`config.mk`:
```
export PLATFORM = sky130hd
export DESIGN_NAME = adv_data_uuid128_filter_top
export DESIGN_NICKNAME = d
export VERILOG_FILES = /design/src/rtl/aduf_pkg.sv /design/src/rtl/aduf_front.sv /design/src/rtl/aduf_queue.sv /design/src/rtl/aduf_back.sv /design/src/rtl/adv_data_uuid128_filter_top.sv
export SDC_FILE = /design/constraint.sdc
export NUM_CORES = 1
export LEC_CHECK = 0
export BUFFER_PORTS_ARGS = -buffer_cell sky130_fd_sc_hd__buf_2
export CAP_MARGIN = 20
export CELL_PAD_IN_SITES_DETAIL_PLACEMENT = 1
export CELL_PAD_IN_SITES_GLOBAL_PLACEMENT = 2
export CORE_AREA = 2 2 191 193
export CTS_CLUSTER_SIZE = 40
export DETAILED_ROUTE_END_ITERATION = 8
export DIE_AREA = 0 0 193 195
export PLACE_DENSITY = 0.91
export SLEW_MARGIN = 0
export SYNTH_ARGS = -nofsm -noshare
export SYNTH_HDL_FRONTEND = slang
export SYNTH_SLANG_ARGS = --single-unit
```
`constraint.sdc`:
```
create_clock -name clk -period 13.14 [get_ports clk]
set_clock_uncertainty 0.15 [all_clocks]
set_input_delay 1.314 -clock clk [delete_from_list [all_inputs] [get_ports clk]]
set_output_delay 1.314 -clock clk [all_outputs]
set_load 0.02 [all_outputs]
```
`src/rtl/aduf_pkg.sv`:
```
// ----------------------------------------------------------------------------
// aduf_pkg
// Shared types and constants of the advertising-data UUID filter.
// ----------------------------------------------------------------------------
`timescale 1ns / 1ps

package aduf_pkg;

    typedef enum logic [2:0] {
        OC_NONE      = 3'd0,
        OC_MATCH     = 3'd1,
        OC_MALFORMED = 3'd2,
        OC_ZERO      = 3'd3,
        OC_PDU       = 3'd4
    } outcome_t;

    typedef enum logic [3:0] {
        PH_LENGTH  = 4'b0001,
        PH_TYPE    = 4'b0010,
        PH_PAYLOAD = 4'b0100,
        PH_DONE    = 4'b1000
    } phase_t;

    localparam logic [1:0] REG_UUID_LOW        = 2'd0;
    localparam logic [1:0] REG_UUID_HIGH       = 2'd1;
    localparam logic [1:0] REG_WANTED_AD_TYPE  = 2'd2;
    localparam logic [1:0] REG_WANTED_PDU_TYPE = 2'd3;

    localparam logic [7:0] RESET_AD_TYPE  = 8'd7;
    localparam logic [3:0] RESET_PDU_TYPE = 4'd0;

    localparam int         UUID_BYTES  = 16;
    localparam int         QUEUE_DEPTH = 4;
    localparam logic [6:0] COUNT_MAX   = 7'd127;

    // one classified byte on its way from front to back
    typedef struct packed {
        logic [7:0] data_byte;
        logic [7:0] length;
        logic       pdu_bad;
        logic       first;
        logic       last;
    } queue_item_t;

    // configuration the parser needs
    typedef struct packed {
        logic [127:0] uuid;
        logic [7:0]   wanted_ad_type;
    } back_cfg_t;

endpackage

```
`src/rtl/aduf_front.sv`:
```
// ----------------------------------------------------------------------------
// aduf_front
// Classifies an incoming byte: clamps the report length, flags a PDU type
// that is not parsed, and packs the item for the queue.
// ----------------------------------------------------------------------------
`timescale 1ns / 1ps

module aduf_front
    import aduf_pkg::*;
#(
    parameter int MAX_REPORT_BYTES = 31
)
(
    input  logic [7:0]  data_byte,
    input  logic [3:0]  pdu_type,
    input  logic [7:0]  report_length,
    input  logic        first_byte,
    input  logic        last_byte,
    input  logic [3:0]  wanted_pdu_type,
    output queue_item_t item
);

    localparam logic [7:0] MaxLen = 8'(MAX_REPORT_BYTES);

    always_comb
    begin
        item.data_byte = data_byte;
        item.length    = (report_length > MaxLen) ? MaxLen : report_length;
        item.pdu_bad   = (pdu_type != wanted_pdu_type);
        item.first     = first_byte;
        item.last      = last_byte;
    end

endmodule

```
`src/rtl/aduf_queue.sv`:
```
// ----------------------------------------------------------------------------
// aduf_queue
// Short first-in first-out queue between the front and the parser.
// DEPTH must be a power of two.
// ----------------------------------------------------------------------------
`timescale 1ns / 1ps

module aduf_queue #(
    parameter int DEPTH = 4,
    parameter int WIDTH = 8
)
(
    input  logic             clk,
    input  logic             rst_n,
    input  logic             push,
    input  logic [WIDTH-1:0] push_data,
    output logic             full,
    input  logic             pop,
    output logic             not_empty,
    output logic [WIDTH-1:0] pop_data
);

    localparam int PtrW = $clog2(DEPTH);

    logic [WIDTH-1:0] slot_reg [DEPTH];
    logic [PtrW:0]    wr_ptr_reg;
    logic [PtrW:0]    rd_ptr_reg;

    assign not_empty = (wr_ptr_reg != rd_ptr_reg);
    assign full      = (wr_ptr_reg[PtrW] != rd_ptr_reg[PtrW])
                    && (wr_ptr_reg[PtrW-1:0] == rd_ptr_reg[PtrW-1:0]);
    assign pop_data  = slot_reg[rd_ptr_reg[PtrW-1:0]];

    always_ff @(posedge clk or negedge rst_n)
    begin
        if (!rst_n)
        begin
            wr_ptr_reg <= '0;
            rd_ptr_reg <= '0;
        end
        else
        begin
            if (push)
            begin
                wr_ptr_reg <= wr_ptr_reg + (PtrW + 1)'(1);
            end
            if (pop)
            begin
                rd_ptr_reg <= rd_ptr_reg + (PtrW + 1)'(1);
            end
        end
    end

    always_ff @(posedge clk)
    begin
        if (push)
        begin
            slot_reg[wr_ptr_reg[PtrW-1:0]] <= push_data;
        end
    end

endmodule

```
`src/rtl/aduf_back.sv`:
```
// ----------------------------------------------------------------------------
// aduf_back
// AD structure parser: walks length-type-value structures one byte a cycle
// if no last byte waits; checks 16-byte UUID chunks and holds the outcome.
// ----------------------------------------------------------------------------
`timescale 1ns / 1ps

module aduf_back
    import aduf_pkg::*;
(
    input  logic        clk,
    input  logic        rst_n,
    input  back_cfg_t   cfg,
    input  logic        item_valid,
    input  queue_item_t item,
    output logic        item_pop,
    output logic        out_valid,
    input  logic        out_ready,
    output outcome_t    outcome,
    output logic [6:0]  structures_seen
);

    phase_t     phase_reg, phase_next;
    logic [7:0] consumed_reg, consumed_next;
    logic [7:0] left_reg, left_next;
    logic [3:0] pos_reg, pos_next;
    logic       all_eq_reg, all_eq_next;
    logic       type_wanted_reg, type_wanted_next;
    outcome_t   oc_reg, oc_next;
    logic       fixed_reg, fixed_next;
    logic [6:0] count_reg, count_next;
    logic [7:0] rlen_reg, rlen_next;

    logic       out_valid_reg;
    outcome_t   out_oc_reg;
    logic [6:0] out_count_reg;

    // state after the first-byte clear
    phase_t     cur_phase;
    logic [7:0] cur_consumed;
    logic [7:0] cur_left;
    logic [3:0] cur_pos;
    logic       cur_all_eq;
    logic       cur_type_wanted;
    outcome_t   cur_oc;
    logic       cur_fixed;
    logic [6:0] cur_count;
    logic [7:0] cur_rlen;

    logic [7:0] room;
    logic [7:0] uuid_byte;
    logic       byte_eq;
    logic [7:0] left_dec;

    // hold a last byte while the previous outcome is still unread
    assign item_pop        = item_valid && (!item.last || !out_valid_reg || out_ready);
    assign out_valid       = out_valid_reg;
    assign outcome         = out_oc_reg;
    assign structures_seen = out_count_reg;

    always_comb
    begin
        cur_phase       = phase_reg;
        cur_consumed    = consumed_reg;
        cur_left        = left_reg;
        cur_pos         = pos_reg;
        cur_all_eq      = all_eq_reg;
        cur_type_wanted = type_wanted_reg;
        cur_oc          = oc_reg;
        cur_fixed       = fixed_reg;
        cur_count       = count_reg;
        cur_rlen        = rlen_reg;
        if (item.first)
        begin
            cur_phase       = PH_LENGTH;
            cur_consumed    = '0;
            cur_left        = '0;
            cur_pos         = '0;
            cur_all_eq      = 1'b1;
            cur_type_wanted = 1'b0;
            cur_oc          = OC_NONE;
            cur_fixed       = 1'b0;
            cur_count       = '0;
            cur_rlen        = item.length;
            if (item.pdu_bad)
            begin
                cur_oc    = OC_PDU;
                cur_fixed = 1'b1;
            end
        end

        room      = cur_rlen - cur_consumed - 8'd1;
        uuid_byte = cfg.uuid[{cur_pos, 3'b000} +: 8];
        byte_eq   = cur_all_eq && (item.data_byte == uuid_byte);
        left_dec  = (cur_left != 8'd0) ? (cur_left - 8'd1) : cur_left;

        phase_next       = cur_phase;
        consumed_next    = cur_consumed;
        left_next        = cur_left;
        pos_next         = cur_pos;
        all_eq_next      = cur_all_eq;
        type_wanted_next = cur_type_wanted;
        oc_next          = cur_oc;
        fixed_next       = cur_fixed;
        count_next       = cur_count;
        rlen_next        = cur_rlen;

        if (!cur_fixed && (cur_consumed < cur_rlen))
        begin
            case (cur_phase)
                PH_LENGTH:
                begin
                    if ((cur_consumed + 8'd1) >= cur_rlen)
                    begin
                        phase_next = PH_DONE;
                    end
                    else if (item.data_byte == 8'd0)
                    begin
                        oc_next    = OC_ZERO;
                        fixed_next = 1'b1;
                    end
                    else if (item.data_byte > room)
                    begin
                        oc_next    = OC_MALFORMED;
                        fixed_next = 1'b1;
                    end
                    else
                    begin
                        if (cur_count != COUNT_MAX)
                        begin
                            count_next = cur_count + 7'd1;
                        end
                        left_next  = item.data_byte - 8'd1;
                        phase_next = PH_TYPE;
                    end
                end
                PH_TYPE:
                begin
                    type_wanted_next = (item.data_byte == cfg.wanted_ad_type);
                    pos_next         = '0;
                    all_eq_next      = 1'b1;
                    phase_next       = (cur_left != 8'd0) ? PH_PAYLOAD : PH_LENGTH;
                end
                PH_PAYLOAD:
                begin
                    if (cur_type_wanted)
                    begin
                        if (cur_pos == 4'(UUID_BYTES - 1))
                        begin
                            if (byte_eq)
                            begin
                                oc_next    = OC_MATCH;
                                fixed_next = 1'b1;
                            end
                            pos_next    = '0;
                            all_eq_next = 1'b1;
                        end
                        else
                        begin
                            pos_next    = cur_pos + 4'd1;
                            all_eq_next = byte_eq;
                        end
                    end
                    left_next = left_dec;
                    if (left_dec == 8'd0)
                    begin
                        phase_next = PH_LENGTH;
                    end
                end
                default:
                begin
                end
            endcase
        end

        if (cur_consumed != 8'hFF)
        begin
            consumed_next = cur_consumed + 8'd1;
        end
    end

    always_ff @(posedge clk or negedge rst_n)
    begin
        if (!rst_n)
        begin
            phase_reg       <= PH_LENGTH;
            consumed_reg    <= '0;
            left_reg        <= '0;
            pos_reg         <= '0;
            all_eq_reg      <= 1'b1;
            type_wanted_reg <= 1'b0;
            oc_reg          <= OC_NONE;
            fixed_reg       <= 1'b0;
            count_reg       <= '0;
            rlen_reg        <= '0;
            out_valid_reg   <= 1'b0;
        end
        else
        begin
            if (item_pop && item.last)
            begin
                // report closed: drop back to the idle state
                phase_reg       <= PH_LENGTH;
                consumed_reg    <= '0;
                left_reg        <= '0;
                pos_reg         <= '0;
                all_eq_reg      <= 1'b1;
                type_wanted_reg <= 1'b0;
                oc_reg          <= OC_NONE;
                fixed_reg       <= 1'b0;
                count_reg       <= '0;
                rlen_reg        <= '0;
            end
            else if (item_pop)
            begin
                phase_reg       <= phase_next;
                consumed_reg    <= consumed_next;
                left_reg        <= left_next;
                pos_reg         <= pos_next;
                all_eq_reg      <= all_eq_next;
                type_wanted_reg <= type_wanted_next;
                oc_reg          <= oc_next;
                fixed_reg       <= fixed_next;
                count_reg       <= count_next;
                rlen_reg        <= rlen_next;
            end

            if (item_pop && item.last)
            begin
                out_valid_reg <= 1'b1;
            end
            else if (out_ready)
            begin
                out_valid_reg <= 1'b0;
            end
        end
    end

    always_ff @(posedge clk)
    begin
        if (item_pop && item.last)
        begin
            out_oc_reg    <= oc_next;
            out_count_reg <= count_next;
        end
    end

endmodule

```
`src/rtl/adv_data_uuid128_filter_top.sv`:
```
// Timing: an accepted byte passes through the queue to the parser; a result
// is registered on out_valid when the parser takes its last byte.
// Throughput: one byte per cycle while the queue has room; a last
// byte waits in the queue only while the previous result is still unread.
// Reset: asynchronous, active low; clears the queue, the parser state and the
// configuration registers to their defaults. No clearing pass is needed.
// ----------------------------------------------------------------------------
// adv_data_uuid128_filter_top
// Advertising-data 128-bit UUID filter with APB configuration registers.
// ----------------------------------------------------------------------------
`timescale 1ns / 1ps

module adv_data_uuid128_filter_top
    import aduf_pkg::*;
#(
    parameter int MAX_REPORT_BYTES = 31
)
(
    input  logic        clk,
    input  logic        rst_n,

    input  logic        psel,
    input  logic        penable,
    input  logic        pwrite,
    input  logic [4:0]  paddr,
    input  logic [63:0] pwdata,
    output logic [63:0] prdata,
    output logic        pready,

    input  logic        in_valid,
    output logic        in_ready,
    input  logic [7:0]  data_byte,
    input  logic [3:0]  pdu_type,
    input  logic [7:0]  report_length,
    input  logic        first_byte,
    input  logic        last_byte,

    output logic        out_valid,
    input  logic        out_ready,
    output logic [2:0]  outcome,
    output logic [6:0]  structures_seen
);

    logic [63:0] uuid_low_reg;
    logic [63:0] uuid_high_reg;
    logic [7:0]  wanted_ad_type_reg;
    logic [3:0]  wanted_pdu_type_reg;

    logic        wr_en;
    logic [1:0]  reg_index;

    queue_item_t front_item;
    queue_item_t back_item;
    logic        q_full;
    logic        q_not_empty;
    logic        q_pop;
    back_cfg_t   back_cfg;
    outcome_t    back_outcome;

    assign pready    = 1'b1;
    assign wr_en     = psel && penable && pwrite && pready;
    assign reg_index = paddr[4:3];

    always_ff @(posedge clk or negedge rst_n)
    begin
        if (!rst_n)
        begin
            uuid_low_reg        <= '0;
            uuid_high_reg       <= '0;
            wanted_ad_type_reg  <= RESET_AD_TYPE;
            wanted_pdu_type_reg <= RESET_PDU_TYPE;
        end
        else if (wr_en)
        begin
            case (reg_index)
                REG_UUID_LOW:        uuid_low_reg        <= pwdata;
                REG_UUID_HIGH:       uuid_high_reg       <= pwdata;
                REG_WANTED_AD_TYPE:  wanted_ad_type_reg  <= pwdata[7:0];
                REG_WANTED_PDU_TYPE: wanted_pdu_type_reg <= pwdata[3:0];
                default:
                begin
                end
            endcase
        end
    end

    always_comb
    begin
        case (reg_index)
            REG_UUID_LOW:        prdata = uuid_low_reg;
            REG_UUID_HIGH:       prdata = uuid_high_reg;
            REG_WANTED_AD_TYPE:  prdata = {56'd0, wanted_ad_type_reg};
            REG_WANTED_PDU_TYPE: prdata = {60'd0, wanted_pdu_type_reg};
            default:             prdata = '0;
        endcase
    end

    assign back_cfg.uuid           = {uuid_high_reg, uuid_low_reg};
    assign back_cfg.wanted_ad_type = wanted_ad_type_reg;

    assign in_ready = !q_full;

    aduf_front #(
        .MAX_REPORT_BYTES (MAX_REPORT_BYTES)
    ) u_front (
        .data_byte       (data_byte),
        .pdu_type        (pdu_type),
        .report_length   (report_length),
        .first_byte      (first_byte),
        .last_byte       (last_byte),
        .wanted_pdu_type (wanted_pdu_type_reg),
        .item            (front_item)
    );

    aduf_queue #(
        .DEPTH (QUEUE_DEPTH),
        .WIDTH ($bits(queue_item_t))
    ) u_queue (
        .clk       (clk),
        .rst_n     (rst_n),
        .push      (in_valid && in_ready),
        .push_data (front_item),
        .full      (q_full),
        .pop       (q_pop),
        .not_empty (q_not_empty),
        .pop_data  (back_item)
    );

    aduf_back u_back (
        .clk             (clk),
        .rst_n           (rst_n),
        .cfg             (back_cfg),
        .item_valid      (q_not_empty),
        .item            (back_item),
        .item_pop        (q_pop),
        .out_valid       (out_valid),
        .out_ready       (out_ready),
        .outcome         (back_outcome),
        .structures_seen (structures_seen)
    );

    assign outcome = back_outcome;

endmodule

```
# == Yosys cells after proc, flatten, opt, wreduce, memory -nomap -nowiden ==
# Memories as Yosys holds them, arrays and structs flattened.
# Cells that the tools add are included.
# totals
reg_bits,202
mem_count,1
inputBits,98
word_cells,157
out_inout_bits,77
ram_bits,76
# classes
n_shift,1
magnitude_cmp,4
n_reduce_logical,24
addsub,9
n_eq_ne,15
n_mux,84
# mem_list
name,words,word_bits,read_ports,rd_clocked_by_memory_dff,wr,line_no,source
u_queue.slot_reg,4,19,1,0,1,aduf_queue.sv:25,logic [WIDTH-1:0] slot_reg [DEPTH];
# ops
op,count
$pmux 64 s4,1
$mux 8,16
$shiftx 128x8->8,1
$mux 7,9
$mux 4,14
$mux 3,12
$mux 1,26
$sub 8x1->8 const B,3
$eq 8x8->1,2
$logic_not 8->1,2
$pmux 8 s2,1
$pmux 4 s3,1
$add 8x1->8 const B,1
$ge 8x8->1,1
$gt 8x5->1 const B,1
$gt 8x8->1,1
$logic_and 1x1->1,8
$lt 8x8->1,1
$ne 8x8->1 const B,1
$pmux 4 s2,1
$reduce_and 2->1,4
$reduce_bool 8->1,1
$sub 8x8->8,1
$add 7x1->7 const B,1
other kinds (19),27

# == Longest topological paths before layout ==
# An unclocked memory read counts as a cell.
# logic_depth
word_depth,12
ltp_mapped,26
mapped_depth_nobuf,20

# == Cells and area by module ==
# From an unflattened synthesis, not the netlist that was laid out.
# unflattened
hier_cells,1335
hier_area_um2,15825.2
# by_module_without_submodules
module,cells_per_inst,seq_area_each_um2,area_each_um2,n_inst
adv_data_uuid128_filter_top,449,3507.1,6551.3,1
aduf_back,732,1453.9,5999.5,1
aduf_queue,129,2432.3,3090.5,1
aduf_front,25,0.0,183.9,1

# == Worst setup path after synthesis ==
# OpenSTA, ideal clock, no wires.
# synth_path
kind,register to register
start,register u_queue.rd_ptr_reg[0]
end,"register u_back.out_count_reg[1], in the netlist u_back.structures_seen[1] (data pin)"
path_slack_ns,7.781
setup_time_ns,0.260
t_arrival_ns,4.949
required_time_ns,12.730
stages_incl_launch_ff,26
synth_period_minus_slack_ns,5.359
path_buffers,7
cell_sequence,dfrtp_1 > buf_6 > mux4_2 > buf_6 > buf_6 > buf_6 > buf_6 > clkbuf_1 > nand2_1 > nand2_1 > ha_1 > ha_1 > o21bai_1 > a21o_1 > a21oi_1 > o21bai_1 > a21oi_1 > xor2_1 > ha_1 > a21o_1 > a21o_1 > o21ai_0 > nand3_2 > nor3_2 > buf_6 > mux2_2
# synth_via
elab_chain_cells,10
word_cells_on_any_way,25
classes_between,add/sub: 4; order compare: 3; eq/ne: 2; mux: 12; reduce/logical: 3; memory: 1
# synth_lines
element,line_no,source
start: declaration,aduf_queue.sv:27,logic [PtrW:0] rd_ptr_reg;
start signal: assignment,aduf_queue.sv:49,rd_ptr_reg <= rd_ptr_reg + (PtrW + 1)'(1);
$mem_v2 4x19 *,-,
$mux 8,aduf_back.sv:73,if (item.first)
$sub 8x8->8,aduf_back.sv:92,room = cur_rlen - cur_consumed - 8'd1;
$sub 8x1->8,aduf_back.sv:92,
$gt 8x8->1,aduf_back.sv:122,else if (item.data_byte > room)
$mux 7,aduf_back.sv:122,
$mux 7,aduf_back.sv:117,else if (item.data_byte == 8'd0)
$mux 7,aduf_back.sv:113,if ((cur_consumed + 8'd1) >= cur_rlen)
$mux 7,aduf_back.sv:110,case (cur_phase)
$mux 7 *,aduf_back.sv:108,if (!cur_fixed && (cur_consumed < cur_rlen))
named net u_back.count_next[1],aduf_back.sv:31,"logic [6:0] count_reg, count_next;"
end signal: assignment,aduf_back.sv:244,out_count_reg <= count_next;
end: declaration,aduf_back.sv:36,logic [6:0] out_count_reg;
# The timed path passes the listed nets; every way through them passes the cells marked *.
# A chain may end at the register's enable or synchronous reset.

# == Worst setup path after layout ==
# layout_path
start,register u_queue.rd_ptr_reg[1]
end,"register u_back.out_count_reg[3], in the netlist u_back.structures_seen[3] (data pin)"
# The elaborated chain is that of the path after synthesis.

==> run_results.csv <==
group,metric,value,unit
clock_tree,cts.clk_slew.worst_paths,60,ps
setup_path,crit_path_end_kind,"flip-flop",
sta,max_slew_margin,0.278,
global_route,grt_pass1_vias,11500,
global_route,overflow,0,
clock_tree,numCtsBuffers,30,
sta,layout_min_cycle_time,6350,ps
die,num_io_pins,175,
sta,setup_viol,0,
power_and_ir_drop,clockPowerShare,0.217,
sta,min_period_over_period,0.483,
yosys,yosys.area.top_type,"dfrtp_1",
sta,drv_slew,0,
die,die_w,193,microns
final_layout,largest_reg_flops,76,
global_route,grt_pass1_wl,67500,microns
yosys,yosys.cell_types.count,81,
sta,tightest_slew,1080,ps
yosys,seq_area_frac_synth,0.489,
die,core,35400,sq um
power_and_ir_drop,p_seq_frac,0.319,
die,die_h,195,microns
power_and_ir_drop,p_comb_frac,0.464,
yosys,netlist.area_leader.share,0.309,
placed_design,gp_congestion,0.796,
route,vias,10800,
yosys,avgSynthCellArea,12.2,sq um
yosys,synth_flop_cell,"dfrtp_1",
final_layout,syn2layout_area_growth,15.2,%
setup_path,worst-endpoint-arrival,6500,ps
clock_tree,clkLatencyLatePin,560,ps
yosys,yosys_warnings,0,
placed_design,io_buffers,170,
yosys,synth_area_leaders,"dfrtp_1 31%, edfxtp_1 17%, mux2_2 11%",
route,wl_per_cell,23.0,microns
setup_path,required,13290,ps
route,drtPass1Iterations,5,
power_and_ir_drop,p_int,2.35,mW
clock_tree,cts.sinks,278,
power_and_ir_drop,switching_share,0.410,
yosys,synth_edf_count,86,
clock_tree,h-tree-depth,1,
die,row_count,69,
clock_tree,cts_setup_buffers,0,
final_layout,drive_above_1_share,0.321,
final_layout,n_fill_cell,3742,
route,drtIter0Drc,599,
power_and_ir_drop,power_switching,1.64,mW
global_route,grt_use_met3,0.0259,
clock_tree,post_cts_resized,0,
global_route,antenna_found_initial,4,
clock_tree,postCtsHoldBufs,0,
die,start_util,0.428,
power_and_ir_drop,power_density,229,nW/um^2
yosys,synthArstFlopShare,0.691,
sta,hold_viol,0,
sta,maxClockFrequency,0.158,GHz
setup_path,crit_type,"flip-flop to flip-flop",
global_route,met2_usage,0.393,
sta,tns,0,ps
yosys,syn_area,15100,sq um
setup_path,path_max_fanout,30,
clock_tree,cts.path.max_buffers,3,
placed_design,post_dp_cell_area,16400,sq um
clock_tree,root_buffer,"clkbuf_16",
min_path,worstHoldPathType,"flip-flop to flip-flop",
yosys,postSynthCellCount,1241,
power_and_ir_drop,p_leak,7.49,nW
global_route,use_met1,0.316,
global_route,track_usage,0.231,
route,postRouteAntennaNets,0,
yosys,synthTopCellsByCount,"187 x dfrtp_1, 142 x mux2_2, 98 x nor2_1, 86 x edfxtp_1, 86 x nand2_1",
route,drc,0,
sta,rsz0062_at_grt,"false",
final_layout,fin_area,17400,sq um
final_layout,final_nets,1534,
route,wirelength,43300,microns
setup_path,reg2reg_slack,6790,ps
yosys,ys_seq_elements,278,
power_and_ir_drop,vdd_drop_max,0.000152,V
yosys,yosysMostFrequentCell,"dfrtp_1",
route,viasPerCell,5.76,
run,cap_violations,0,
global_route,grt-busiest-layer,"met2",
die,dieArea,37600,sq um
clock_tree,cts_tree,"yes",
global_route,grt_max_degree,72,
outcome,status,"finished clean",
setup_path,worst_setup_path_start_kind,"flip-flop",
placed_design,hpwl,29700,microns
[per-layer routing]
layer  routed length [microns]  share of wire  vias to the layer above
met3                      1730          0.040                       56
met5                         0              0                        -
li1                          -              -                     4895
met1                     19000           0.44                     5638
met2                     21900           0.50                      257
met4                       717          0.017                        0
[worst max-delay path, cell delays in order, from the launching register on]
cell,delay [ps]
dfrtp_1,500
mux2i_1,280
mux2_2,710
nand2_1,300
ha_1,290
ha_1,180
o21bai_1,190
a21o_1,210
a21oi_1,230
o21bai_1,90
a21oi_1,180
xor2_1,200
ha_1,270
and3_1,160
a21boi_0,130
o21ai_0,540
nand3_2,410
nor3_2,630
nand4_1,230
xor2_1,200
[per-stage QoR]
| stage | hold slack, ps | utilization | setup WS [ps] | power (mW) | cells |
|---|---|---|---|---|---|
| final | 324 | 0.492 | 6790 | 3.99 | 1883 |
| after global placement | 300 | 0.462 | 7100 | 3.02 | 1821 |
| after global routing | 345 | 0.492 | 6300 | 4.23 | 1882 |
| after CTS | 320 | 0.491 | 6780 | 4.00 | 1877 |
| after floorplan | 289 | - | 7780 | 2.59 | 1252 |
| after detailed placement | 306 | 0.462 | 6910 | 3.11 | 1821 |
[cells by family (layout without fill, tap and decap cells)]
logic type,count (synthesis),in the layout,synth area share
multiplexers,270,270,0.229
adder cells (fa/ha/maj),43,43,0.0354
XOR/XNOR,53,53,0.0307
flip-flops,278,278,0.489
AO/OA/AOI/OAI,186,186,0.0852
buffers and inverters,112,278,0.0336
AND/OR/NAND/NOR,297,297,0.0976
other,2,17,0.000496
[cell usage in the layout, fill, tap and decap left out, drive strengths merged, types with 5 or more instances in the layout]
cell type,instances
a21oi,32
clkbuf,43
a31o,5
mux4,46
mux2i,82
a22o,8
mux2,142
a31oi,9
o22ai,15
buf,186
o21a,8
edfxtp,86
a21o,8
a2111oi,5
nor2,98
dfstp,5
nand2,86
nor3,18
o21ai,43
a211oi,7
ha,42
nor4,6
dfrtp,187
nand3,16
nand4,14
and3,11
nor2b,11
and4,6
inv,34
a221oi,5
xor2,20
clkinv,11
and2,5
xnor2,33
a32o,5
nand2b,10
conb,13
[worst paths after layout]
| kind | start | to | depth (start not counted) |
|---|---|---|---|
| setup / recovery | u_queue.rd_ptr_reg[1] | u_back.structures_seen[3] | 19 |
| hold / removal | u_back.all_eq_reg | u_back.all_eq_reg | 2 |
| setup reg to reg | u_queue.rd_ptr_reg[1] | u_back.structures_seen[3] | 19 |
| hold reg to reg | u_back.all_eq_reg | u_back.all_eq_reg | 2 |
| max in group asynchronous | rst_n | u_back.pos_reg[1] | 3 |
| min in group asynchronous | rst_n | uuid_high_reg[52] | 1 |
[layout make-up]
| class | instances | area (sq um) | share of cell area |
|---|---|---|---|
| repair buffers | 188 | 1010 | 0.0582 |
| diodes | 4 | 10.0 | 0.000574 |
| inverters | 34 | 128 | 0.00732 |
| multi-input cells | 862 | 7280 | 0.418 |
| clock buffers | 41 | 873 | 0.0501 |
| flip-flops and latches | 278 | 7400 | 0.424 |
| well taps | 461 | 577 | 0.0331 |
| clock inverters | 15 | 145 | 0.00833 |
[power by group through the flow]
stage	clock network [mW]	registers, mW	logic [mW]
floorplan	0	1.24	1.34
global placement	0	1.26	1.76
detailed placement	0	1.28	1.83
CTS	0.879	1.27	1.85
global route	0.910	1.29	2.03
finish	0.866	1.27	1.85
Note: power is estimated with default switching activity, not from simulation.
